<file path="config.mk">
export PLATFORM = sky130hd
export DESIGN_NAME = run_length_decoder
export DESIGN_NICKNAME = d
export VERILOG_FILES = /design/src/rtl/rld_pkg.sv /design/src/rtl/rld_front.sv /design/src/rtl/rld_queue.sv /design/src/rtl/rld_back.sv /design/src/rtl/run_length_decoder.sv
export SDC_FILE = /design/constraint.sdc
export NUM_CORES = 1
export LEC_CHECK = 0
export ABC_AREA = 1
export BUFFER_PORTS_ARGS = -buffer_cell sky130_fd_sc_hd__buf_2
export CAP_MARGIN = 25
export CORE_MARGIN = 8
export CORE_UTILIZATION = 58
export DETAILED_ROUTE_END_ITERATION = 12
export PLACE_DENSITY_LB_ADDON = 0.3
export SYNTH_ARGS = -nofsm -noshare
export SYNTH_HDL_FRONTEND = slang
export SYNTH_SLANG_ARGS = --single-unit
export TNS_END_PERCENT = 100
</file>
<file path="constraint.sdc">
create_clock -name clk -period 5.9 [get_ports clk]
set_input_delay 0.885 -clock clk [delete_from_list [all_inputs] [get_ports clk]]
set_output_delay 0.885 -clock clk [all_outputs]
set_load 0.02 [all_outputs]
</file>
<file path="src/rtl/rld_pkg.sv">
// Shared constants, types and codes for the run-length decoder.
package rld_pkg;

  // Output lanes per result word (1 to 8).
  localparam int LANES = 8;

  // Depth of the command queue between front and back.
  localparam int QDEPTH = 4;
  localparam int QAW    = (QDEPTH > 1) ? $clog2(QDEPTH) : 1;
  localparam int QCW    = $clog2(QDEPTH + 1);

  localparam logic [7:0] CNT_MASK = 8'h7F;
  localparam logic [7:0] RUN_FLAG = 8'h80;

  // Result status codes.
  localparam logic [1:0] ST_OK         = 2'd0;
  localparam logic [1:0] ST_TRUNC_CTRL = 2'd1;
  localparam logic [1:0] ST_TRUNC_LIT  = 2'd2;

  // Front parser phase.
  typedef enum logic [2:0] {
    PH_CTRL = 3'b001,
    PH_RUN  = 3'b010,
    PH_LIT  = 3'b100
  } phase_t;

  // One command for the back end: emit count copies of data, LANES per word.
  // A count of zero gives a single status-only word.
  typedef struct packed {
    logic [7:0] data;
    logic [7:0] count;
    logic [1:0] status;
    logic       done;
  } cmd_t;

  typedef struct packed {
    logic push;
    cmd_t cmd;
  } push_t;

  typedef struct packed {
    logic full;
    logic empty;
  } qstat_t;

endpackage

</file>
<file path="src/rtl/rld_front.sv">
// Front end: accepts compressed bytes, tracks phase and pushes decode commands.
module rld_front (
  input  logic                 clk,
  input  logic                 rst,
  input  logic                 accept,
  input  logic [7:0]           in_byte,
  input  logic                 last,
  output rld_pkg::push_t       push_o
);
  import rld_pkg::*;

  phase_t     phase, phase_next;
  logic [7:0] remaining, remaining_next;
  logic [7:0] rem_dec;

  assign rem_dec = (remaining != 8'd0) ? remaining - 8'd1 : 8'd0;

  always_comb begin
    phase_next      = phase;
    remaining_next  = remaining;
    push_o.push     = 1'b0;
    push_o.cmd.data = in_byte;
    push_o.cmd.count  = 8'd1;
    push_o.cmd.status = ST_OK;
    push_o.cmd.done   = last;
    if (accept) begin
      case (phase)
        PH_RUN: begin
          push_o.push      = 1'b1;
          push_o.cmd.count = remaining;
          phase_next       = PH_CTRL;
          remaining_next   = 8'd0;
        end
        PH_LIT: begin
          push_o.push = 1'b1;
          if (rem_dec == 8'd0) begin
            phase_next     = PH_CTRL;
            remaining_next = 8'd0;
          end else if (last) begin
            // block cut short by end of stream
            push_o.cmd.status = ST_TRUNC_LIT;
            phase_next        = PH_CTRL;
            remaining_next    = 8'd0;
          end else begin
            remaining_next = rem_dec;
          end
        end
        default: begin
          if (last) begin
            push_o.push       = 1'b1;
            push_o.cmd.data   = 8'd0;
            push_o.cmd.count  = 8'd0;
            push_o.cmd.status = ST_TRUNC_CTRL;
            phase_next        = PH_CTRL;
            remaining_next    = 8'd0;
          end else begin
            remaining_next = (in_byte & CNT_MASK) + 8'd1;
            phase_next     = ((in_byte & RUN_FLAG) != 8'd0) ? PH_RUN : PH_LIT;
          end
        end
      endcase
    end
  end

  always_ff @(posedge clk) begin
    if (rst) begin
      phase     <= PH_CTRL;
      remaining <= 8'd0;
    end else begin
      phase     <= phase_next;
      remaining <= remaining_next;
    end
  end

endmodule

</file>
<file path="src/rtl/rld_queue.sv">
// Command queue between the front and back ends.
module rld_queue (
  input  logic             clk,
  input  logic             rst,
  input  rld_pkg::push_t   push_i,
  input  logic             pop,
  output rld_pkg::cmd_t    head,
  output rld_pkg::qstat_t  stat
);
  import rld_pkg::*;

  cmd_t           slots [QDEPTH];
  logic [QAW-1:0] wptr, rptr;
  logic [QCW-1:0] fill;
  logic           do_push, do_pop;

  assign stat.full  = (fill == QCW'(QDEPTH));
  assign stat.empty = (fill == '0);
  assign do_push    = push_i.push && !stat.full;
  assign do_pop     = pop && !stat.empty;
  assign head       = slots[rptr];

  function automatic logic [QAW-1:0] wrap_inc(input logic [QAW-1:0] p);
    return (p == QAW'(QDEPTH - 1)) ? '0 : p + QAW'(1);
  endfunction

  always_ff @(posedge clk) begin
    if (rst) begin
      wptr <= '0;
      rptr <= '0;
      fill <= '0;
    end else begin
      if (do_push) wptr <= wrap_inc(wptr);
      if (do_pop)  rptr <= wrap_inc(rptr);
      case ({do_push, do_pop})
        2'b10:   fill <= fill + QCW'(1);
        2'b01:   fill <= fill - QCW'(1);
        default: fill <= fill;
      endcase
    end
  end

  always_ff @(posedge clk) begin
    if (do_push) slots[wptr] <= push_i.cmd;
  end

endmodule

</file>
<file path="src/rtl/rld_back.sv">
// Back end: expands queued commands into output words through an output register.
module rld_back (
  input  logic             clk,
  input  logic             rst,
  input  rld_pkg::cmd_t    head,
  input  rld_pkg::qstat_t  stat,
  output logic             pop,
  output logic             out_valid,
  input  logic             out_stall,
  output logic [63:0]      out_data,
  output logic [3:0]       byte_count,
  output logic             end_mark,
  output logic [1:0]       status,
  output logic             stream_done
);
  import rld_pkg::*;

  logic       cur_valid;
  cmd_t       cur;
  logic [7:0] left;
  logic       out_free, final_word, emit;
  logic [3:0] take;
  logic [63:0] word;

  assign out_free   = !out_valid || !out_stall;
  assign final_word = (left <= 8'(LANES));
  assign take       = final_word ? left[3:0] : 4'(LANES);
  assign emit       = cur_valid && out_free;
  assign pop        = !stat.empty && (!cur_valid || (emit && final_word));

  always_comb begin
    for (int i = 0; i < 8; i++) begin
      word[8*i +: 8] = (4'(i) < take) ? cur.data : 8'd0;
    end
  end

  always_ff @(posedge clk) begin
    if (rst) begin
      cur_valid <= 1'b0;
      out_valid <= 1'b0;
    end else begin
      if (pop) begin
        cur_valid <= 1'b1;
      end else if (emit && final_word) begin
        cur_valid <= 1'b0;
      end
      if (out_free) out_valid <= cur_valid;
    end
  end

  always_ff @(posedge clk) begin
    if (pop) begin
      cur  <= head;
      left <= head.count;
    end else if (emit) begin
      left <= left - 8'(take);
    end
    if (emit) begin
      out_data    <= word;
      byte_count  <= take;
      end_mark    <= final_word;
      status      <= final_word ? cur.status : ST_OK;
      stream_done <= final_word && cur.done;
    end
  end

endmodule

</file>
<file path="src/rtl/run_length_decoder.sv">
// Top level of the PackBits-style run-length decoder.
//
// Input channel: in_byte and last, accepted when in_valid is high and in_stall
// is low. Output channel: out_data, byte_count, end_mark, status, stream_done,
// taken when out_valid is high and out_stall is low.
// A control byte is absorbed by the front end and gives no word,
// except when it carries last: then one status-only word is sent.
// Each literal byte gives one word; a run value gives ceil(count / LANES)
// words, one per cycle while the receiver takes them.
// The front end takes one byte per cycle until the four-entry command queue
// fills; the back end then sets the rate, one output word per unstalled cycle.
// An accepted byte reaches its first output word through the command queue,
// the back end's current command register and then the output register.
// If the receiver stalls, the output register holds its word, the back end
// holds, the queue fills and in_stall rises.
// Synchronous reset empties the queue and the output register and returns
// the parser to expecting a control byte.
module run_length_decoder (
  input  logic        clk,
  input  logic        rst,
  input  logic        in_valid,
  output logic        in_stall,
  input  logic [7:0]  in_byte,
  input  logic        last,
  output logic        out_valid,
  input  logic        out_stall,
  output logic [63:0] out_data,
  output logic [3:0]  byte_count,
  output logic        end_mark,
  output logic [1:0]  status,
  output logic        stream_done
);
  import rld_pkg::*;

  push_t  push_w;
  cmd_t   head_w;
  qstat_t stat_w;
  logic   pop_w;
  logic   accept;

  assign in_stall = stat_w.full;
  assign accept   = in_valid && !in_stall;

  rld_front u_front (
    .clk     (clk),
    .rst     (rst),
    .accept  (accept),
    .in_byte (in_byte),
    .last    (last),
    .push_o  (push_w)
  );

  rld_queue u_queue (
    .clk    (clk),
    .rst    (rst),
    .push_i (push_w),
    .pop    (pop_w),
    .head   (head_w),
    .stat   (stat_w)
  );

  rld_back u_back (
    .clk         (clk),
    .rst         (rst),
    .head        (head_w),
    .stat        (stat_w),
    .pop         (pop_w),
    .out_valid   (out_valid),
    .out_stall   (out_stall),
    .out_data    (out_data),
    .byte_count  (byte_count),
    .end_mark    (end_mark),
    .status      (status),
    .stream_done (stream_done)
  );

`ifndef SYNTHESIS
  a_no_push_lost: assert property (@(posedge clk) disable iff (rst)
    push_w.push |-> !stat_w.full)
    else $error("command pushed into a full queue");

  a_count_bound: assert property (@(posedge clk) disable iff (rst)
    out_valid |-> (byte_count <= 4'(LANES)))
    else $error("byte_count above lane count");

  a_done_is_final: assert property (@(posedge clk) disable iff (rst)
    (out_valid && (stream_done || status != ST_OK)) |-> end_mark)
    else $error("stream end or error flagged on a non-final word");

  a_empty_is_trunc: assert property (@(posedge clk) disable iff (rst)
    (out_valid && byte_count == 4'd0) |-> (status == ST_TRUNC_CTRL && stream_done))
    else $error("status-only word without truncation flag");
`endif

endmodule
</file>
## After elaboration in Yosys (flattened, before gate mapping)

Memory sizes are Yosys's and may differ from the RTL's. A register that Yosys moved wholly into a read port is not among the register bits.
Index checks and enable logic that the tools add are counted.

- Bits of input ports: 13
- Memories kept: 1
- RAM bits: 76
- Output and inout bits: 74
- Register bits: 111

Memories:

| memory | words | bits a word | read ports | clocked after Yosys merged registers in | wr ports | line | text |
|---|---|---|---|---|---|---|---|
| u_queue.slots | 4 | 19 | 1 | 1 | 1 | rld_queue.sv:12 | `cmd_t slots [QDEPTH];` |

- Equality and inequality tests: 8
- Magnitude comparators: 9
- Add/sub/neg operators: 7
- Multiplexer cells: 30
- Reduce and logical (&&, ||, !) cells: 22

Operators with widths:

| cell | count |
|---|---|
| 8-bit 2-to-1 mux | 7 |
| 19-bit 2-to-1 mux | 2 |
| 8-bit one-hot mux with 2 select lines | 2 |
| 3-bit by 4-bit < comparator with 1-bit output (first input constant) | 4 |
| 2-bit 2-to-1 mux | 6 |
| 3-bit 2-to-1 mux | 4 |
| 3-bit one-hot mux with 2 select lines | 2 |
| 7-bit by 1-bit adder with 8-bit output (second input constant) | 1 |
| 8-bit by 4-bit <= comparator with 1-bit output (second input constant) | 1 |
| 8-bit logical NOT | 1 |
| 1-bit by 4-bit < comparator with 1-bit output (first input constant) | 2 |
| 2-bit by 4-bit < comparator with 1-bit output (first input constant) | 2 |
| 8-bit nonzero test | 1 |
| 8-bit by 1-bit subtractor with 8-bit output (second input constant) | 1 |
| 8-bit by 4-bit subtractor with 8-bit output | 1 |
| 1-bit logical AND | 7 |
| 2-bit equality test (second input constant) | 3 |
| 3-bit equality test (second input constant) | 2 |
| 2-bit nonzero test | 3 |
| 1-bit logical NOT | 5 |
| 1-bit 2-to-1 mux | 5 |
| 2-bit by 1-bit adder with 2-bit output (second input constant) | 2 |
| 4-bit 2-to-1 mux | 1 |
| 2-bit one-hot mux with 2 select lines | 1 |
| other kinds (9) | 10 |

## Longest topological paths before layout

Gate-level depths: netlist (run 1).

- Word-level depth: 9
- Mapped depth: 16
- Gate-level depth less buffers: 15

## Hierarchy

Synthesis (run 1) repeated with hierarchy kept, for this count alone.

- Cell total of the unflattened synthesis: 714
- Area, all modules: 8111.5 sq um

Modules (own cells, without submodules):

| module | instances | area an instance (sq um) | cells each |
|---|---|---|---|
| rld_back | 1 | 3664.8 | 274 |
| rld_queue | 1 | 3387.0 | 256 |
| rld_front | 1 | 1049.8 | 182 |
| run_length_decoder | 1 | 10.0 | 2 |

## Worst setup path after synthesis (run 1)

No wires, ideal clock.

- Kind: input -> register
- From: input out_stall
- To: register u_back.byte_count[0] (enable)
- Path buffers: 0
- Required time: 5.398 ns
- Setup time: 0.502 ns
- Slack: 1.351 ns
- Arrival: 4.046 ns
- Stages: 3
- Path through: nand2_1 > inv_1 > nor2_1

- Longest elaborated chain between the ends: 3

RTL lines:

| element | line | text |
|---|---|---|
| start, declared | run_length_decoder.sv:26 | `input logic out_stall,` |
| 1-bit logical NOT | rld_back.sv:25 | `assign out_free = !out_valid \|\| !out_stall;` |
| 1-bit logical OR | rld_back.sv:25 |  |
| 1-bit logical AND | rld_back.sv:28 | `assign emit = cur_valid && out_free;` |
| via u_back.emit | rld_back.sv:21 | `logic out_free, final_word, emit;` |
| end signal, assigned | rld_back.sv:60 | `byte_count <= take;` |
| end, declared | rld_back.sv:11 | `output logic [3:0] byte_count,` |

The timed path passes the listed nets, and every way through them passes these cells.
A chain may end at the register's enable or synchronous reset.

## Worst setup path after layout (run 1)

- From: register u_queue.fill[0]
- To: register u_queue.fill[2]

- Longest elaborated chain between the ends: 7
- Elaborated cells between the ends (all ways): 15

RTL lines:

| element | line | text |
|---|---|---|
| start, declared | rld_queue.sv:14 | `logic [QCW-1:0] fill;` |
| start signal, assigned | rld_queue.sv:36 | `2'b10: fill <= fill + QCW'(1);` |
| start signal, assigned | rld_queue.sv:37 | `2'b01: fill <= fill - QCW'(1);` |
| start signal, assigned | rld_queue.sv:38 | `default: fill <= fill;` |
| 3-bit equality test | rld_queue.sv:17 | `assign stat.full = (fill == QCW'(QDEPTH));` |
| 1-bit logical NOT | rld_queue.sv:19, run_length_decoder.sv:42 |  |
| 1-bit logical AND | run_length_decoder.sv:42 | `assign accept = in_valid && !in_stall;` |
| 19-bit 2-to-1 mux | rld_front.sv:26 | `if (accept) begin` |
| 1-bit logical AND | rld_queue.sv:19 | `assign do_push = push_i.push && !stat.full;` |
| 2-bit by 1-bit equality test with 1-bit output or 2-bit equality test (tied branches) | rld_queue.sv:35 | `case ({do_push, do_pop})` |
| 3-bit one-hot mux with 2 select lines or 2-bit nonzero test (tied branches) | -- |  |

Parallel ways exist; a longest one is shown, timed or not.

==> metrics.sh, run 1 <==
ROUTED_VIA_DENSITY=5.42
MAX_SLEW_HEADROOM_AT_THE_WORST_PIN_PCT=39.8
POWER.DENSITY_nW_PER_UM2=527
IOPINCOUNT=87
R2R-END='u_queue.fill[2]$_SDFFE_PP0P_'
WORST_HOLD_STARTPOINT='u_back.out_valid$_SDFFE_PP0N_'
CTS_TREE='built'
GROUTE.USAGE.OVERALL_PCT=18.1
REG2REG_DEPTH=12
DIE_HEIGHT_UM=132
SYNTH_WARNINGS=0
TIMING.FINAL.CRIT_PERIOD_PS=2970
FINALHOLDWORSTSLACK_PS=483
CTS_HOLD_BUF=0
ROOT_BUFFER='clkbuf_16'
PIN_COUNT_OF_THE_BIGGEST_NET_ENTERING_GLOBAL_ROUTING=73
GRT.OVERFLOW.TOTAL=0
DRT_ITER0_DRC=358
CLOCK_SINKS=189
RSZ0062_AT_GRT='no'
ROUTED_WL_UM=15600
SYNTHTOPCELLSBYAREA='edfxtp_1 65%, nor2_1 7.1%, dfxtp_1 5.7%, o21ai_0 3.7%, nand2_1 3.2%'
NUMBER_OF_CTS_INSERTED_BUFFERS=17
START_UTIL_PCT=59.1
DIE-AREA_UM2=17300
GP_CONGESTION=0.883
POSTSYNTHAREAPERCELL_UM2=11.5
YOSYSTOPAREACELL='edfxtp_1'
CRITPATHTOPFAMILY='compound AO/OA/AOI/OAI gates'
H-TREE-DEPTH=4
CRITICAL_PATH_REQUIRED_PS=6210
FINAL_LAYOUT_SIZE_SUFFIX_GT1_SHARE_PCT=19.7
FINAL-SETUP-VIOL-COUNT=0
POSTROUTEANTENNANETS=0
TIMING.FINAL.WS_SETUP_PS=2930
MIN_PATH_TYPE='register to register'
CP_CELL_SEQUENCE='inv_1 -> nand2_1 -> o21ai_2 -> inv_2 -> nand2_2 -> ha_1 -> inv_1 -> fa_1 -> a21oi_1 -> o21ai_0 -> o21ai_0 -> a21oi_1'
YS_DOMINANT_REG_CELL='edfxtp_1'
SETUP-TNS-FINAL_PS=0
TIGHTEST_SLEW_PS=898
SYN-INSTANCE-COUNT=673
TIMING.FMAX_MHz=336
CP.BUFFERS_INVERTERS=3
LAYOUT.CELLS.MOST_COMMON='edfxtp_1'
FINALHOLDVIOLATIONS=0
BUFFER_PORTS.INSERTED=86
SYNTH_SEQ_AREA_SHARE_PCT=70.3
DETAILEDPLACEMENTHPWL_UM=10800
SETUP.WORST_PATH.START='u_queue.fill[0]$_SDFFE_PP0P_'
SYNTH_CELL_TYPE_COUNT=36
PRECTSSETUPSLACK_PS=2870
LAYOUT-AREA-OVERHEAD-VS-SYNTH_PCT=16.1
WORST_SETUP_HOLD_PATH_CLK_SLEW_PS=60
SETUP.WORST_PATH.END_CLASS='register'
SYNTHARSTFLOPSHARE_PCT=0
TIMING.CRITICAL_PATH.SLOWEST_STAGE_CELL='o21ai_2'
CELLLEAKAGEPOWER_nW=3.57
DETAIL_ROUTE.DRC_VIOLATIONS=0
SYN-CELL-AREA_UM2=7760
POSTSYNTHREGISTERBITS=189
TIMING.MAX_CAP.VIOLATIONS=0
WORST_SETUP_PATH_START_KIND='register'
CLOCK_INSERTION_DELAY_WORST_SKEW_PS=420
LAYOUT_WORST_PATH_CYCLE_SHARE_PCT=50.4
GLOBAL_ROUTE_WIRE_LENGTH_BEFORE_REPAIR_UM=25200
NUMBER_OF_BUFFERS_INSERTED_BY_POST_CTS_SETUP_REPAIR=0
SYNTH-EDFF-COUNT=167
WL_CELL_UM=16.3
INITIAL_ANTENNA_VIOLATION_COUNT=0
ROUTER_ITERATIONS_BEFORE_ANTENNA_REPAIR=7
WORST_PATH_LARGEST_CELL_DELAY_PS=500
FINALMAXSLEWVIOLATIONS=0
MIN_DELAY_PATH_DEPTH=2
LAYOUT_COMMON_CELLS='167 x edfxtp_1, 145 x nor2_1, 87 x buf_2, 66 x nand2_1, 65 x inv_1'
GRT_PASS1_VIAS=5047
STATUS='finished clean'
CLOCK_TREE.BUFFER_DEPTH=2
DIEWIDTH_UM=132
YOSYS.AREA.TOP_TYPE_SHARE_PCT=64.6
ANT_DIODES=0
TIMING_WORST_SETUP_PATH_TYPE='register to register'
COREAREA_UM2=13100
FINAL_CORE_UTIL_PCT=68.6
WORST_CLOCK_SKEW_PS=6.46
FINISH.NET_COUNT=792
POST-LAYOUT-TOTAL-POWER_W=0.00475
PLACEMENT_ROWS=42
CP_DATA_ARRIVAL_TIME_PS=3280
VIAS=5185
WORST_HOLD_PATH.ENDPOINT='u_back.out_valid$_SDFFE_PP0N_'
REG2REG_FROM='u_queue.fill[0]$_SDFFE_PP0P_'
SYNTH.NET_COUNT=696
FF2FF_SETUP_SLACK_PS=2930
POST_CTS.RESIZED_INSTANCES=0
WORST_IR_DROP_VDD_mV=0.299
CRITICAL_PATH_FANOUT_MAX=19
-- worst max path at each step --
stage                                endpoint  cells after the start
6_report         u_queue.fill[2]$_SDFFE_PP0P_                     12
5_1_grt          u_queue.fill[2]$_SDFFE_PP0P_                     12
4_1_cts          u_queue.fill[2]$_SDFFE_PP0P_                     12
3_5_place_dp     u_queue.fill[2]$_SDFFE_PP0P_                     11
3_3_place_gp     u_queue.fill[2]$_SDFFE_PP0P_                     11
2_1_floorplan  u_back.byte_count[0]$_DFFE_PP_                      3
-- final cells by class --
class	instances	area, um^2
fill	915	4120
clock inverter	13	189
tap	176	220
clock buffer	18	429
timing repair buffer	95	495
inverter	73	278
sequential	189	5460
multi-input combinational	393	1950
-- per-layer routing --
metal	up-vias	share of wire, %	global-route usage [%]
met5	-	0	0
met4	0	1.8	7.66
met3	27	7.1	5.79
met2	184	49	30.4
met1	2460	42	21.2
li1	2514	-	-
-- state kept, by name (all words and copies together) (netlist names), named ones only --
name and count:
u_back.byte_count 4, u_back.cur 11, u_back.cur_valid 1, u_back.end_mark 1, u_back.left 8, u_back.out_data 64, u_back.out_valid 1, u_back.status 2
u_back.stream_done 1, u_front.phase 3, u_front.remaining 8, u_queue.fill 3, u_queue.rptr 2, u_queue.slots 76, u_queue.wptr 2
-- logic make-up after synthesis --
kind of cell               count (synthesis)  share of synthesized area (%)
and+or+nand+nor                          261                           14.1
DFF                                      189                           70.3
AOI/OAI and AO/OA                        118                           8.82
buffers and inverters                     91                           4.71
adders and majority gates                 10                           1.71
xor gates and xnor gates                   3                          0.338
other                                      1                         0.0483
-- through the flow --
stage | std cells | instance area, um^2
after floorplan | 673 | 7760
after global placement | 925 | 8390
after detailed placement | 926 | 8400
after CTS | 957 | 9020
after global routing | 957 | 9020
final | 957 | 9020
-- power breakdown --
part	internal (W)	switching (W)
combinational	0.000432	0.00106
clock	0.000711	0.000477
sequential	0.00194	0.000125
-- synth_stat cells (5+ instances only) --
cell	instances
ha_1	9
nand2_1	66
o22ai_1	14
nor2_1	146
inv_1	65
nor3_1	8
nor2_2	5
nand2_2	6
a31oi_1	11
clkbuf_1	12
a21oi_1	23
inv_2	6
nand3_1	20
dfxtp_1	22
edfxtp_1	167
o21ai_0	57
-- worst register-to-register path, stage by stage, from the launching register on --
cell and delay (ps):
dfxtp_1 300, inv_1 120, nand2_1 160, o21ai_2 500
inv_2 270, nand2_2 250, ha_1 180, inv_1 70
fa_1 440, a21oi_1 150, o21ai_0 140, o21ai_0 230
a21oi_1 60
Power figures use the tool's default switching activity.
==> run 2, diff against run 1 <==
Settings changed: ABC_AREA 1 to 0, CORE_UTILIZATION 58 to 53.
Clock period 5.9 ns to 2.5 ns, I/O delays scaled along.
==> run 2 against run 1 <==
Sequential power rose by 140%. Critical path depth down 3. Sequential share of layout area is 2.0 points lower. First-iteration DRC count fell by 23%. Combinational power increased by 110%. Total power is 130% higher. Die area grew 10%. Synthesized cell count fell by 24%. Fmax rose by 26%. Via count fell by 14%. Largest power group unchanged. Highest routed layer unchanged.
==> metrics.sh, run 2 <==
WORST_IR_DROP_VDD_mV=0.535
SYN-INSTANCE-COUNT=513
MIN_PATH_TYPE='input port to register'
TIMING.FINAL.WS_SETUP_PS=131
FINAL_LAYOUT_SIZE_SUFFIX_GT1_SHARE_PCT=29.9
CP_DATA_ARRIVAL_TIME_PS=2720
TIMING.CRITICAL_PATH.SLOWEST_STAGE_CELL='edfxtp_1'
GLOBAL_ROUTE_WIRE_LENGTH_BEFORE_REPAIR_UM=24200
WORST_PATH_LARGEST_CELL_DELAY_PS=460
SYNTH_WARNINGS=0
YOSYS.AREA.TOP_TYPE_SHARE_PCT=63.5
FINAL-SETUP-VIOL-COUNT=0
CP_CELL_SEQUENCE='nor4_4 -> nand3_2 -> a21oi_4 -> ha_4 -> inv_1 -> fa_2 -> xor2_1 -> or3_1 -> a21oi_1'
TIMING_WORST_SETUP_PATH_TYPE='register to register'
DRT_ITER0_DRC=275
POSTSYNTHREGISTERBITS=189
ANT_DIODES=0
CLOCK_TREE.BUFFER_DEPTH=2
TIMING.FMAX_MHz=422
GROUTE.USAGE.OVERALL_PCT=16.0
CLOCK_INSERTION_DELAY_WORST_SKEW_PS=430
FINALHOLDWORSTSLACK_PS=229
RSZ0062_AT_GRT='no'
BUFFER_PORTS.INSERTED=86
CRITICAL_PATH_FANOUT_MAX=4
SYNTHMOSTINSTANTIATEDCELL='edfxtp_1'
DIEWIDTH_UM=138
POST_SYNTH_MOST_FREQUENT_CELLS='167 x edfxtp_1, 52 x and2_1, 34 x nor2b_1, 26 x nor2_1, 22 x dfxtp_1'
ROOT_BUFFER='clkbuf_16'
POSTSYNTHAREAPERCELL_UM2=15.4
POWER.DENSITY_nW_PER_UM2=1180
IOPINCOUNT=87
FINALMAXSLEWVIOLATIONS=0
SYNTH-EDFF-COUNT=167
CP.BUFFERS_INVERTERS=1
SETUP-TNS-FINAL_PS=0
WL_CELL_UM=18.1
LAYOUT_COMMON_CELLS='167 x edfxtp_1, 86 x buf_2, 51 x and2_1, 34 x nor2b_1, 26 x nor2_1'
MAX_SLEW_HEADROOM_AT_THE_WORST_PIN_PCT=54.3
SYN-CELL-AREA_UM2=7900
POSTROUTEANTENNANETS=0
BIGGESTREGSBYFLOPS='u_queue.slots x76, u_back.out_data x64, u_back.cur x11'
GRT.OVERFLOW.TOTAL=0
COREAREA_UM2=14500
CELLLEAKAGEPOWER_nW=3.32
PRECTSSETUPSLACK_PS=115
GP_CONGESTION=0.868
BIGGEST_REGISTER='u_queue.slots'
DIE_HEIGHT_UM=138
FINALHOLDVIOLATIONS=0
YS_DOMINANT_REG_CELL='edfxtp_1'
START_UTIL_PCT=54.4
WORST_CLOCK_SKEW_PS=7.24
CLOCK_SINKS=189
STATUS='finished clean'
DETAIL_ROUTE.DRC_VIOLATIONS=0
LAYOUT-AREA-OVERHEAD-VS-SYNTH_PCT=18.1
LAYOUT_WORST_PATH_CYCLE_SHARE_PCT=94.8
MULTI_INPUT_COMB_AREA_UM2=2340
DETAILEDPLACEMENTHPWL_UM=10400
POST_CTS.RESIZED_INSTANCES=0
TIMING.MAX_CAP.VIOLATIONS=0
TIGHTEST_SLEW_PS=683
TIMING.FINAL.CRIT_PERIOD_PS=2370
REGAREA_UM2=5460
VIAS=4478
ROUTED_VIA_DENSITY=5.44
CTS_TREE='built'
INITIAL_ANTENNA_VIOLATION_COUNT=0
SYNTH_CELL_TYPE_COUNT=64
NUM-FILL-CELLS=1087
H-TREE-DEPTH=4
PLACEMENT_ROWS=44
LAYOUT.CELLS.MOST_COMMON='edfxtp_1'
CRITPATHTOPFAMILY='simple AND/OR/NAND/NOR gates'
GRT_PASS1_VIAS=4624
SYNTHARSTFLOPSHARE_PCT=0
WORST_SETUP_HOLD_PATH_CLK_SLEW_PS=70
DIE-AREA_UM2=19100
NUMBER_OF_CTS_INSERTED_BUFFERS=17
SYNTH.NET_COUNT=536
PIN_COUNT_OF_THE_BIGGEST_NET_ENTERING_GLOBAL_ROUTING=41
CRITICAL_PATH_REQUIRED_PS=2860
CTS_HOLD_BUF=0
SYNTHTOPCELLSBYAREA='edfxtp_1 63%, dfxtp_1 5.6%, mux4_2 5.4%, and2_1 4.1%, nor2b_1 2.7%'
FINISH.NET_COUNT=649
ROUTER_ITERATIONS_BEFORE_ANTENNA_REPAIR=4
NUMBER_OF_BUFFERS_INSERTED_BY_POST_CTS_SETUP_REPAIR=0
WORST_SETUP_PATH_START_KIND='register'
SETUP.WORST_PATH.END_CLASS='register'
LARGEST_REGISTER_FF_COUNT=76
YOSYSTOPAREACELL='edfxtp_1'
SYNTH_SEQ_AREA_SHARE_PCT=69.0
ROUTED_WL_UM=14900
[run 2: cell count changes after synthesis, sizes merged, moves of 8 or more]
cell	delta
nand2	-57
and2	+52
a21oi	-8
and3	+10
mux4	+19
nand3	-13
nor2b	+34
a31oi	-9
o21ai	-44
o22ai	-11
nor2	-128
inv	-60
[run 2: path summary, 6_finish.rpt]
check                               start                            end  slack (ps)  cells after the start
min                             out_stall  u_back.out_valid$_SDFFE_PP0N_         230                      3
max reg2reg      u_back.left[4]$_DFFE_PP_   u_queue.fill[2]$_SDFFE_PP0P_         130                      9
min reg2reg  u_queue.wptr[1]$_SDFFE_PP0P_   u_queue.wptr[1]$_SDFFE_PP0P_         510                      2
max              u_back.left[4]$_DFFE_PP_   u_queue.fill[2]$_SDFFE_PP0P_         130                      9
[run 2: tightest hold or removal path: stages]
cell     delay, ps
buf_2          100
a21oi_1         60
nor2_1          80
[run 2: metal layers]
metal	global-route usage [%]	wire (um)
met5	0	0
met4	6.92	263
met3	4.14	729
met2	25.7	7100
met1	20.0	6810
[run 2: cell families after synthesis]
kind of cell / count (synthesis) / synth area share [%]
DFF: 189 / 69.0
and+or+nand+nor: 185 / 14.3
buffers and inverters: 29 / 1.68
xor gates and xnor gates: 11 / 1.22
muxes: 25 / 6.24
other: 1 / 0.0475
AOI/OAI and AO/OA: 63 / 5.76
adders and majority gates: 10 / 1.68
[run 2: through the flow]
step	cell area [um^2]	util, %	total power (W)	instances
floorplan	7940	-	0.00723	513
global placement	8680	59.7	0.00814	789
detailed placement	8680	59.7	0.00825	789
CTS	9320	64.1	0.0111	821
global route	9330	64.2	0.0116	823
finish	9330	64.2	0.0110	823
[run 2: final cells by class]
type	instances	area share, %
Tap cell	184	2.47
Sequential cell	189	58.5
Multi-Input combinational cell	295	25.1
Inverter	12	0.483
Clock inverter	14	2.23
Timing Repair Buffer	111	6.62
Clock buffer	18	4.60
[run 2: power breakdown]
group	total (W)	switching, W	leakage (nW)	internal (W)
sequential	0.00496	0.000439	1.73	0.00452
combinational	0.00322	0.00188	1.29	0.00134
clock	0.00286	0.00117	0.302	0.00169
total	0.0110	0.00349	3.32	0.00755
